**src/pte_pkg.sv**
```systemverilog
// Shared types, constants and the tag type lookup for the PPPoE tag extractor.
// No dependencies; every other file of the block imports this package.
`timescale 1ns / 1ps

package pte_pkg;

  localparam int SLOT_COUNT      = 10;
  localparam int MAX_FRAME_BYTES = 1500;
  localparam int AREA_MAX        = MAX_FRAME_BYTES - 6;
  localparam int KNOWN_TYPES     = 10;

  localparam int SLOT_W  = 4;
  localparam int POS_W   = 11;
  localparam int FIELD_W = 16;
  localparam int BANKS   = 2;
  localparam int MEM_DEPTH = BANKS * (1 << SLOT_W);

  // Known tag types in slot order.
  localparam logic [FIELD_W-1:0] KNOWN_TYPE [KNOWN_TYPES] = '{
    16'h0101, 16'h0102, 16'h0103, 16'h0104, 16'h0105,
    16'h0110, 16'h0201, 16'h0202, 16'h0203, 16'h0000
  };

  typedef logic [SLOT_W-1:0]     slot_idx_t;
  typedef logic [POS_W-1:0]      pos_t;
  typedef logic [SLOT_COUNT-1:0] slot_mask_t;

  // Which byte of the four-byte tag header comes next.
  typedef enum logic [1:0] {
    HDR_TYPE_HI,
    HDR_TYPE_LO,
    HDR_LEN_HI,
    HDR_LEN_LO
  } hdr_phase_t;

  typedef struct packed {
    logic      hit;
    slot_idx_t slot;
  } type_match_t;

  // One stored record per slot.
  typedef struct packed {
    pos_t offset;
    pos_t length;
  } slot_rec_t;

  // Write of a newly completed tag into the slot memory.
  typedef struct packed {
    logic      en;
    slot_idx_t slot;
    slot_rec_t rec;
  } rec_write_t;

  // Raised on the accepted last byte, with the frame's found bits.
  typedef struct packed {
    logic       done;
    slot_mask_t found;
  } frame_done_t;

  function automatic type_match_t match_type(input logic [FIELD_W-1:0] hdr_code);
    type_match_t m;
    m = '0;
    for (int i = 0; i < KNOWN_TYPES; i++) begin
      if (i < SLOT_COUNT && KNOWN_TYPE[i] == hdr_code) begin
        m.hit  = 1'b1;
        m.slot = SLOT_W'(i);
      end
    end
    return m;
  endfunction

endpackage

```
**src/pte_ifs.sv**
```systemverilog
// Valid/ready channel interfaces for the tag byte input and the slot results.
// Depends on pte_pkg for field widths.
`timescale 1ns / 1ps

interface pte_in_if;
  import pte_pkg::*;
  logic       valid;
  logic       ready;
  logic [7:0] tag_byte;
  logic       first_byte;
  logic       last_byte;
  pos_t       area_length;

  modport source (output valid, tag_byte, first_byte, last_byte, area_length,
                  input ready);
  modport sink   (input valid, tag_byte, first_byte, last_byte, area_length,
                  output ready);
endinterface

interface pte_out_if;
  import pte_pkg::*;
  logic      valid;
  logic      ready;
  slot_idx_t slot;
  logic      found;
  pos_t      tag_offset;
  pos_t      value_length;
  logic      final_result;

  modport source (output valid, slot, found, tag_offset, value_length, final_result,
                  input ready);
  modport sink   (input valid, slot, found, tag_offset, value_length, final_result,
                  output ready);
endinterface

```
**src/pte_tlv_walker.sv**
```systemverilog
// Per-byte TLV header walker: tracks position, header phase and value bytes,
// and issues slot memory writes for completed known tags. Depends on pte_pkg.
`timescale 1ns / 1ps

module pte_tlv_walker (
  input  logic                 clk,
  input  logic                 rst_n,
  input  logic                 accept,
  input  logic [7:0]           tag_byte,
  input  logic                 first_byte,
  input  logic                 last_byte,
  input  pte_pkg::pos_t        area_length,
  output pte_pkg::rec_write_t  rec_wr,
  output pte_pkg::frame_done_t frame_done
);
  import pte_pkg::*;

  pos_t               pos_r, pos_nxt, pos_e;
  pos_t               end_r, end_nxt, end_e;
  hdr_phase_t         hdr_r, hdr_nxt, hdr_e;
  logic [FIELD_W-1:0] type_r, type_nxt, type_e;
  logic [FIELD_W-1:0] len_r, len_nxt, len_e;
  pos_t               start_r, start_nxt, start_e;
  pos_t               rem_r, rem_nxt, rem_e;
  logic               stop_r, stop_nxt, stop_e;
  slot_mask_t         found_r, found_nxt, found_e;

  logic               record;
  type_match_t        match;
  logic [FIELD_W-1:0] len_full;
  logic [FIELD_W:0]   tag_end;

  always_comb begin
    // A first byte starts from a cleared frame.
    pos_e   = first_byte ? '0 : pos_r;
    end_e   = first_byte ? ((area_length > POS_W'(AREA_MAX)) ? POS_W'(AREA_MAX) : area_length)
                         : end_r;
    hdr_e   = first_byte ? HDR_TYPE_HI : hdr_r;
    type_e  = first_byte ? '0 : type_r;
    len_e   = first_byte ? '0 : len_r;
    start_e = first_byte ? '0 : start_r;
    rem_e   = first_byte ? '0 : rem_r;
    stop_e  = first_byte ? 1'b0 : stop_r;
    found_e = first_byte ? '0 : found_r;

    pos_nxt   = pos_e;
    end_nxt   = end_e;
    hdr_nxt   = hdr_e;
    type_nxt  = type_e;
    len_nxt   = len_e;
    start_nxt = start_e;
    rem_nxt   = rem_e;
    stop_nxt  = stop_e;
    found_nxt = found_e;
    record    = 1'b0;
    len_full  = {len_e[FIELD_W-1:8], tag_byte};
    tag_end   = {{(FIELD_W+1-POS_W){1'b0}}, pos_e} + (FIELD_W+1)'(1) + {1'b0, len_full};

    if (!stop_e && pos_e < end_e) begin
      if (rem_e != '0) begin
        rem_nxt = rem_e - POS_W'(1);
        record  = (rem_e == POS_W'(1));
      end else begin
        case (hdr_e)
          HDR_TYPE_HI: begin
            start_nxt = pos_e;
            type_nxt  = {tag_byte, 8'h00};
            hdr_nxt   = HDR_TYPE_LO;
          end
          HDR_TYPE_LO: begin
            type_nxt = {type_e[FIELD_W-1:8], tag_byte};
            hdr_nxt  = HDR_LEN_HI;
          end
          HDR_LEN_HI: begin
            len_nxt = {tag_byte, 8'h00};
            hdr_nxt = HDR_LEN_LO;
          end
          HDR_LEN_LO: begin
            len_nxt = len_full;
            hdr_nxt = HDR_TYPE_HI;
            if (tag_end > {{(FIELD_W+1-POS_W){1'b0}}, end_e}) begin
              stop_nxt = 1'b1;
            end else if (len_full == '0) begin
              record = 1'b1;
            end else begin
              rem_nxt = len_full[POS_W-1:0];
            end
          end
          default: begin
            hdr_nxt = HDR_TYPE_HI;
          end
        endcase
      end
      pos_nxt = pos_e + POS_W'(1);
    end

    // Only the first complete occurrence of a known type is kept.
    match      = match_type(type_nxt);
    rec_wr     = '0;
    rec_wr.slot       = match.slot;
    rec_wr.rec.offset = start_nxt;
    rec_wr.rec.length = len_nxt[POS_W-1:0];
    if (accept && record && match.hit && !found_e[match.slot]) begin
      rec_wr.en                = 1'b1;
      found_nxt[match.slot]    = 1'b1;
    end

    frame_done.done  = accept && last_byte;
    frame_done.found = found_nxt;
  end

  always_ff @(posedge clk) begin
    if (!rst_n || (accept && last_byte)) begin
      pos_r   <= '0;
      end_r   <= '0;
      hdr_r   <= HDR_TYPE_HI;
      type_r  <= '0;
      len_r   <= '0;
      start_r <= '0;
      rem_r   <= '0;
      stop_r  <= 1'b0;
      found_r <= '0;
    end else if (accept) begin
      pos_r   <= pos_nxt;
      end_r   <= end_nxt;
      hdr_r   <= hdr_nxt;
      type_r  <= type_nxt;
      len_r   <= len_nxt;
      start_r <= start_nxt;
      rem_r   <= rem_nxt;
      stop_r  <= stop_nxt;
      found_r <= found_nxt;
    end
  end

endmodule

```
**src/pppoe_tag_extractor_core.sv**
```systemverilog
// Top level of the PPPoE discovery tag extractor: byte walker, banked slot
// memory and result sequencer. Depends on pte_pkg, pte_ifs and pte_tlv_walker.
`timescale 1ns / 1ps

// The block takes the tag area of a PPPoE discovery frame one byte per cycle,
// save for the last-byte stall below, and on the frame's last byte reports
// one result per known tag slot (ten slots, in the fixed slot order of the
// known types), each giving whether a complete tag of that type was seen, its
// header offset in the area and its value length. Every byte is one transfer
// on the input channel. The ten results of a frame leave on the output
// channel at one per cycle while the output side keeps up; the first is
// offered once readout has started (emit_active_r) and the output register
// has been loaded together with the memory's registered read data.
// Slot records live in a two-bank synchronous memory: one bank fills with
// the frame being walked while the other is read out for the previous
// frame, so bytes of the next frame keep flowing during readout. The only
// stall is on a last byte that arrives before all ten results of the
// previous frame have been issued into the output register; a frame of at
// least eleven bytes therefore never stalls when the output side keeps up.
// No clearing pass is needed after reset.
module pppoe_tag_extractor_core (
  input logic      clk,
  input logic      rst_n,
  pte_in_if.sink   in_ch,
  pte_out_if.source out_ch
);
  import pte_pkg::*;

  localparam slot_idx_t LAST_SLOT = SLOT_W'(SLOT_COUNT - 1);

  logic        in_accept;
  rec_write_t  rec_wr;
  frame_done_t frame_done;

  // Write bank for the frame being walked and the readout side's state.
  logic        bank_r, bank_nxt;
  logic        emit_active_r, emit_active_nxt;
  logic        emit_bank_r, emit_bank_nxt;
  slot_idx_t   emit_idx_r, emit_idx_nxt;
  slot_mask_t  emit_found_r, emit_found_nxt;

  // Output register; the record half is the memory's registered read data.
  logic        out_valid_r, out_valid_nxt;
  slot_idx_t   out_slot_r;
  logic        out_found_r;
  logic        out_final_r;
  slot_rec_t   rd_rec_r;

  slot_rec_t   slot_mem [MEM_DEPTH];

  logic        advance;
  logic        issue;

  // A last byte needs the readout side free; other bytes never wait.
  assign in_ch.ready = !(emit_active_r && in_ch.last_byte);
  assign in_accept   = in_ch.valid && in_ch.ready;

  pte_tlv_walker u_walker (
    .clk         (clk),
    .rst_n       (rst_n),
    .accept      (in_accept),
    .tag_byte    (in_ch.tag_byte),
    .first_byte  (in_ch.first_byte),
    .last_byte   (in_ch.last_byte),
    .area_length (in_ch.area_length),
    .rec_wr      (rec_wr),
    .frame_done  (frame_done)
  );

  // The output register moves when it is empty or its transfer completes.
  assign advance = !out_valid_r || out_ch.ready;
  assign issue   = emit_active_r && advance;

  always_comb begin
    bank_nxt        = bank_r;
    emit_active_nxt = emit_active_r;
    emit_bank_nxt   = emit_bank_r;
    emit_idx_nxt    = emit_idx_r;
    emit_found_nxt  = emit_found_r;
    out_valid_nxt   = out_valid_r;

    if (frame_done.done) begin
      // Hand the filled bank to readout and walk the next frame in the other.
      bank_nxt        = !bank_r;
      emit_bank_nxt   = bank_r;
      emit_found_nxt  = frame_done.found;
      emit_idx_nxt    = '0;
      emit_active_nxt = 1'b1;
    end else if (issue) begin
      emit_idx_nxt = emit_idx_r + SLOT_W'(1);
      if (emit_idx_r == LAST_SLOT) begin
        emit_active_nxt = 1'b0;
      end
    end

    if (issue) begin
      out_valid_nxt = 1'b1;
    end else if (out_ch.ready) begin
      out_valid_nxt = 1'b0;
    end
  end

  always_ff @(posedge clk) begin
    if (!rst_n) begin
      bank_r        <= 1'b0;
      emit_active_r <= 1'b0;
      emit_bank_r   <= 1'b0;
      emit_idx_r    <= '0;
      emit_found_r  <= '0;
      out_valid_r   <= 1'b0;
    end else begin
      bank_r        <= bank_nxt;
      emit_active_r <= emit_active_nxt;
      emit_bank_r   <= emit_bank_nxt;
      emit_idx_r    <= emit_idx_nxt;
      emit_found_r  <= emit_found_nxt;
      out_valid_r   <= out_valid_nxt;
    end
  end

  // Slot memory: one write port for the walker, one enabled read port for
  // readout. The two always touch different banks.
  always_ff @(posedge clk) begin
    if (rec_wr.en) begin
      slot_mem[{bank_r, rec_wr.slot}] <= rec_wr.rec;
    end
    if (issue) begin
      rd_rec_r <= slot_mem[{emit_bank_r, emit_idx_r}];
    end
  end

  always_ff @(posedge clk) begin
    if (issue) begin
      out_slot_r  <= emit_idx_r;
      out_found_r <= emit_found_r[emit_idx_r];
      out_final_r <= (emit_idx_r == LAST_SLOT);
    end
  end

  // A slot that was not found reports zero offset and length.
  assign out_ch.valid        = out_valid_r;
  assign out_ch.slot         = out_slot_r;
  assign out_ch.found        = out_found_r;
  assign out_ch.tag_offset   = out_found_r ? rd_rec_r.offset : '0;
  assign out_ch.value_length = out_found_r ? rd_rec_r.length : '0;
  assign out_ch.final_result = out_final_r;

`ifndef SYNTHESIS
  // The walker must never write the bank that readout is still reading.
  a_bank_split: assert property (@(posedge clk) disable iff (!rst_n)
    rec_wr.en && emit_active_r |-> bank_r != emit_bank_r)
    else $error("slot memory write hit the bank under readout");

  // A new frame hand-off only happens with readout idle.
  a_done_idle: assert property (@(posedge clk) disable iff (!rst_n)
    frame_done.done |-> !emit_active_r)
    else $error("frame finished while previous results still pending");

  // The final flag marks exactly the highest slot.
  a_final_slot: assert property (@(posedge clk) disable iff (!rst_n)
    out_valid_r |-> (out_final_r == (out_slot_r == LAST_SLOT)))
    else $error("final_result not on the last slot");

  // Readout starts at slot zero right after a frame ends.
  a_start_zero: assert property (@(posedge clk) disable iff (!rst_n)
    frame_done.done |=> emit_active_r && emit_idx_r == '0)
    else $error("readout did not start at slot zero");
`endif

endmodule
```
**src/flat_wrapper.sv**
```systemverilog
// flat-port wrapper written by rule: the top's interface ports become plain ports
module pppoe_tag_extractor_core_flat import pte_pkg::*;
  (clk, rst_n, in_ch_valid, in_ch_tag_byte, in_ch_first_byte, in_ch_last_byte, in_ch_area_length, in_ch_ready, out_ch_valid, out_ch_slot, out_ch_found, out_ch_tag_offset, out_ch_value_length, out_ch_final_result, out_ch_ready);
  pte_in_if in_ch_i ();
  pte_out_if out_ch_i ();
  input logic clk;
  input logic rst_n;
  input wire logic [$bits(in_ch_i.valid)-1:0] in_ch_valid;
  input wire logic [$bits(in_ch_i.tag_byte)-1:0] in_ch_tag_byte;
  input wire logic [$bits(in_ch_i.first_byte)-1:0] in_ch_first_byte;
  input wire logic [$bits(in_ch_i.last_byte)-1:0] in_ch_last_byte;
  input wire logic [$bits(in_ch_i.area_length)-1:0] in_ch_area_length;
  output wire logic [$bits(in_ch_i.ready)-1:0] in_ch_ready;
  output wire logic [$bits(out_ch_i.valid)-1:0] out_ch_valid;
  output wire logic [$bits(out_ch_i.slot)-1:0] out_ch_slot;
  output wire logic [$bits(out_ch_i.found)-1:0] out_ch_found;
  output wire logic [$bits(out_ch_i.tag_offset)-1:0] out_ch_tag_offset;
  output wire logic [$bits(out_ch_i.value_length)-1:0] out_ch_value_length;
  output wire logic [$bits(out_ch_i.final_result)-1:0] out_ch_final_result;
  input wire logic [$bits(out_ch_i.ready)-1:0] out_ch_ready;
  assign in_ch_i.valid = in_ch_valid;
  assign in_ch_i.tag_byte = in_ch_tag_byte;
  assign in_ch_i.first_byte = in_ch_first_byte;
  assign in_ch_i.last_byte = in_ch_last_byte;
  assign in_ch_i.area_length = in_ch_area_length;
  assign in_ch_ready = in_ch_i.ready;
  assign out_ch_valid = out_ch_i.valid;
  assign out_ch_slot = out_ch_i.slot;
  assign out_ch_found = out_ch_i.found;
  assign out_ch_tag_offset = out_ch_i.tag_offset;
  assign out_ch_value_length = out_ch_i.value_length;
  assign out_ch_final_result = out_ch_i.final_result;
  assign out_ch_i.ready = out_ch_ready;
  pppoe_tag_extractor_core u_core (.clk(clk), .rst_n(rst_n), .in_ch(in_ch_i), .out_ch(out_ch_i));
endmodule
```
**config.mk**
```make
export PLATFORM = sky130hd
export DESIGN_NAME = pppoe_tag_extractor_core_flat
export DESIGN_NICKNAME = d
export VERILOG_FILES = /design/src/pte_pkg.sv /design/src/pte_ifs.sv /design/src/pte_tlv_walker.sv /design/src/pppoe_tag_extractor_core.sv /design/src/flat_wrapper.sv
export SDC_FILE = /design/constraint.sdc
export NUM_CORES = 1
export LEC_CHECK = 0
export ABC_AREA = 1
export ABC_CLOCK_PERIOD_IN_PS = 17100
export BUFFER_PORTS_ARGS = -buffer_cell sky130_fd_sc_hd__buf_2
export CAP_MARGIN = 20
export CORE_ASPECT_RATIO = 0.5
export CORE_MARGIN = 2
export CORE_UTILIZATION = 30
export DETAILED_ROUTE_END_ITERATION = 10
export PLACE_DENSITY = 0.5
export SETUP_SLACK_MARGIN = 0.1
export SKIP_CTS_REPAIR_TIMING = 1
export SLEW_MARGIN = 20
export SYNTH_ARGS = -nofsm -noshare
export SYNTH_HDL_FRONTEND = slang
export SYNTH_HIERARCHICAL = 1
export SYNTH_SLANG_ARGS = --single-unit
```
**constraint.sdc**
```tcl
create_clock -name clk -period 17.1 [get_ports clk]
set_input_delay 3.42 -clock clk [delete_from_list [all_inputs] [get_ports clk]]
set_output_delay 3.42 -clock clk [all_outputs]
set_load 0.01 [all_outputs]
```
==> flow_summary_export.csv <==
group,metric,value,unit
setup_path,timing.critical_path.max_delay_family,"simple AND/OR/NAND/NOR gates",
die,dieArea,132000,um^2
clocking,clockBufferDepth,3,
cells_and_area,area.growth.synth_to_final,13.2,%
detailed_routing,met2_wirelength,49900,um
setup_path,worst-r2r-setup-slack,10.12,ns
placement,dp_worst_setup_slack,6.13,ns
detailed_routing,detail_route.vias_per_cell,4.72,
clocking,cts_tree,"yes",
logic_synthesis,synthesis.instances,4069,
global_routing,global_route.usage.total,16.8,%
setup_path,endpoint_kind,"register",
logic_synthesis,synth-edff-count,732,
sta,grt_setup_unrepaired,"no",
power,power.density,114,nW/um^2
die,core_area,127000,um^2
logic_synthesis,ys_seq_area_share,62.5,%
job,max-cap-violations,0,
cells_and_area,fillers,12700,
cells_and_area,final_nets,4134,
power,worst_ir_drop_vdd,0.0000803,V
cells_and_area,core_utilization_of_the_finished_layout,34.5,%
detailed_routing,met3RoutedLength,5760,um
detailed_routing,drt.antenna.violating_nets,0,
global_routing,grt_pass1_wl,168000,um
detailed_routing,vias,27500,
clocking,tritoncts_num_sinks,839,
global_routing,first_global_vias,25800,
placement,dp_hpwl,66000,um
cells_and_area,final_common_cell,"nand2_1",
clocking,worst_setup_hold_path_clk_slew,0.06,ns
global_routing,overflow,0,
setup_path,critical_path.n_buffers_inverters,6,
sta,finish_stage_setup_viols,0,
sta,fmaxAchievable,0.0988,GHz
sta,report.final.hold_viol_count,0,
logic_synthesis,yosys_warnings,6,
detailed_routing,drt_iter0_markers,2304,
clocking,cts_root_buffer,"clkbuf_16",
run_status,run_status,"finished, final reports clean",
placement,postPlaceCellArea,40900,um^2
detailed_routing,top_signal_layer_used,"met4",
global_routing,maximum_number_of_pins_on_one_net_before_global_route_repair,178,
sta,fin_crit,10.12,ns
cells_and_area,fin_area,43700,um^2
detailed_routing,route.detailed.wl_per_inst,19.3,um
die,pin_count,55,
detailed_routing,firstDrtPassIters,7,
logic_synthesis,area_of_the_mapped_netlist,38600,um^2
sta,finalWorstSetupSlack,6.98,ns
logic_synthesis,synthesis.area_per_instance,9.48,um^2
clocking,cts_inserted_buffers,86,
power,power.static_leakage,18.0,nW
setup_path,timing.critical_path.from_type,"input pin",
setup_path,critPathKind,"in2reg",
sta,actual_transition_at_the_worst_max_transition_pin,1.13,ns
global_routing,grt_antenna_before_repair,2,
setup_path,critPathMaxStageDelay,0.82,ns
die,number_of_placement_rows,92,
detailed_routing,route.layer.met1.wl,54100,um
sta,max_slew_margin,24.5,%
die,floorplan.initialDensity,30.4,%
min_path,hold_class,"reg2reg",
setup_path,critPathMaxFanout,42,
sta,timing_max_transition_violations_final,0,
clocking,clock_latency,0.69,ns
setup_path,arrival,10.50,ns
setup_path,slowest_cell_on_the_critical_path,"nor2_2",
placement,numPortBuffers,54,
logic_synthesis,ys_seq_elements,839,
die,die_width,511,um
placement,gp_congestion,0.852,
cells_and_area,final_layout_size_suffix_gt1_share,8.85,%
die,fp.dieH,258,um
setup_path,required,17.48,ns
logic_synthesis,postSynth.asyncResetShare,0,%
sta,worst_clock_skew,0.0301,ns
detailed_routing,drc_errors,0,
sta,final_min_period_over_clock_period,59.2,%
logic_synthesis,yosysUniqueCellTypes,52,
cells_and_area,most-common-layout-cells,"nand2_1 (1,231), edfxtp_1 (732), inv_1 (583)",
logic_synthesis,synth_fp_nets,4135,
sta,fin_setup_tns,0,ns
clocking,htreeDepth,3,
logic_synthesis,ys.flop_type,"edfxtp_1",
detailed_routing,route.final.wire_length,112000,um
synth_stat cells, drive strengths merged (2+ instances only):
library cell	count	area (um^2)
o21a	2	15.0
xnor2	4	35.0
o21ai	105	529
nand3	484	2440
o32ai	16	140
nand2	1251	4770
clkinv	3	16.3
nor2	210	908
o221ai	7	61.3
nor4	3	18.8
o21bai	4	30.0
nand4	21	131
nor3	13	65.1
a31oi	2	12.5
a22oi	2	15.0
edfxtp	732	22000
inv	599	2250
buf	124	681
nand3b	13	97.6
dfxtp	107	2140
ha	40	500
a21oi	157	790
xor2	8	70.1
or2	5	31.3
clkbuf	88	330
o211ai	41	308
a21o	2	15.0
o31ai	12	90.1
o22ai	7	43.8
worst min-delay path: stages (launching register included):
cell and delay [ns]:
dfxtp_1 0.31, nand2_1 0.06, a21oi_1 0.05
path summary, 6_finish.rpt:
check | start | end | depth (start not counted)
worst max-delay path | in_ch_first_byte | u_core/slot_mem[21][2] | 31
worst min-delay path | u_core/u_walker/found_r[8] | u_core/u_walker/found_r[8] | 2
worst max register to register | u_core/u_walker/pos_r[0] | u_core/slot_mem[21][2] | 30
worst min register to register | u_core/u_walker/found_r[8] | u_core/u_walker/found_r[8] | 2
where the power goes:
part	leakage (nW)	internal [mW]	switching [mW]
combinational	9.00	0.208	0.611
clock	1.33	1.02	0.823
sequential	7.64	2.30	0.0196
layout make-up:
cell class                      instances  area [um^2]  area share [%]
Antenna cell                            2         5.00          0.0115
Clock buffer                          116         2370            5.42
Clock inverter                         40          344           0.788
Inverter                              602         2280            5.21
Multi-Input combinational cell       2416        11600            26.6
Sequential cell                       839        24100            55.2
Tap cell                             1692         2120            4.85
Timing Repair Buffer                  123          811            1.86
sequential cells by signal (all words and copies together) (netlist names), 2 cells and up:
signal and cells:
u_core/emit_found_r 10, u_core/u_walker/found_r 10, u_core/u_walker/hdr_r 2, u_core/u_walker/type_r 16, u_core/u_walker/pos_r 11, u_core/emit_idx_r 4
u_core/out_ch.slot 4, u_core/u_walker/len_r 16, u_core/u_walker/start_r 11, u_core/u_walker/end_r 11, u_core/u_walker/rem_r 11, u_core/slot_mem 704
u_core/rd_rec_r 22
cell families (layout without fill, tap and decap cells):
| group | after synthesis | in the layout | synth area share (%) |
|---|---|---|---|
| DFF | 839 | 839 | 62.5 |
| and+or+nand+nor | 2002 | 2002 | 22.0 |
| other | 0 | 2 | 0 |
| buffers and inverters | 814 | 881 | 8.49 |
| xor gates and xnor gates | 12 | 12 | 0.272 |
| adders and majority gates | 41 | 41 | 1.35 |
| AOI/OAI and AO/OA | 361 | 361 | 5.41 |
per-stage QoR:
stage	instances	hold slack, ns	power (mW)
after detailed placement	5672	0.456	3.19
after global routing	5829	0.478	5.20
after floorplan	4069	0.403	2.89
after CTS	5828	0.466	5.03
final	5830	0.464	4.99
after global placement	5671	0.453	3.18
per-layer routing:
metal	track usage [%]	up-vias
met5	0	-
met4	4.74	0
met3	2.60	135
met2	25.8	705
met1	24.6	13300
li1	-	13400
(Power assumes the default switching activity.)
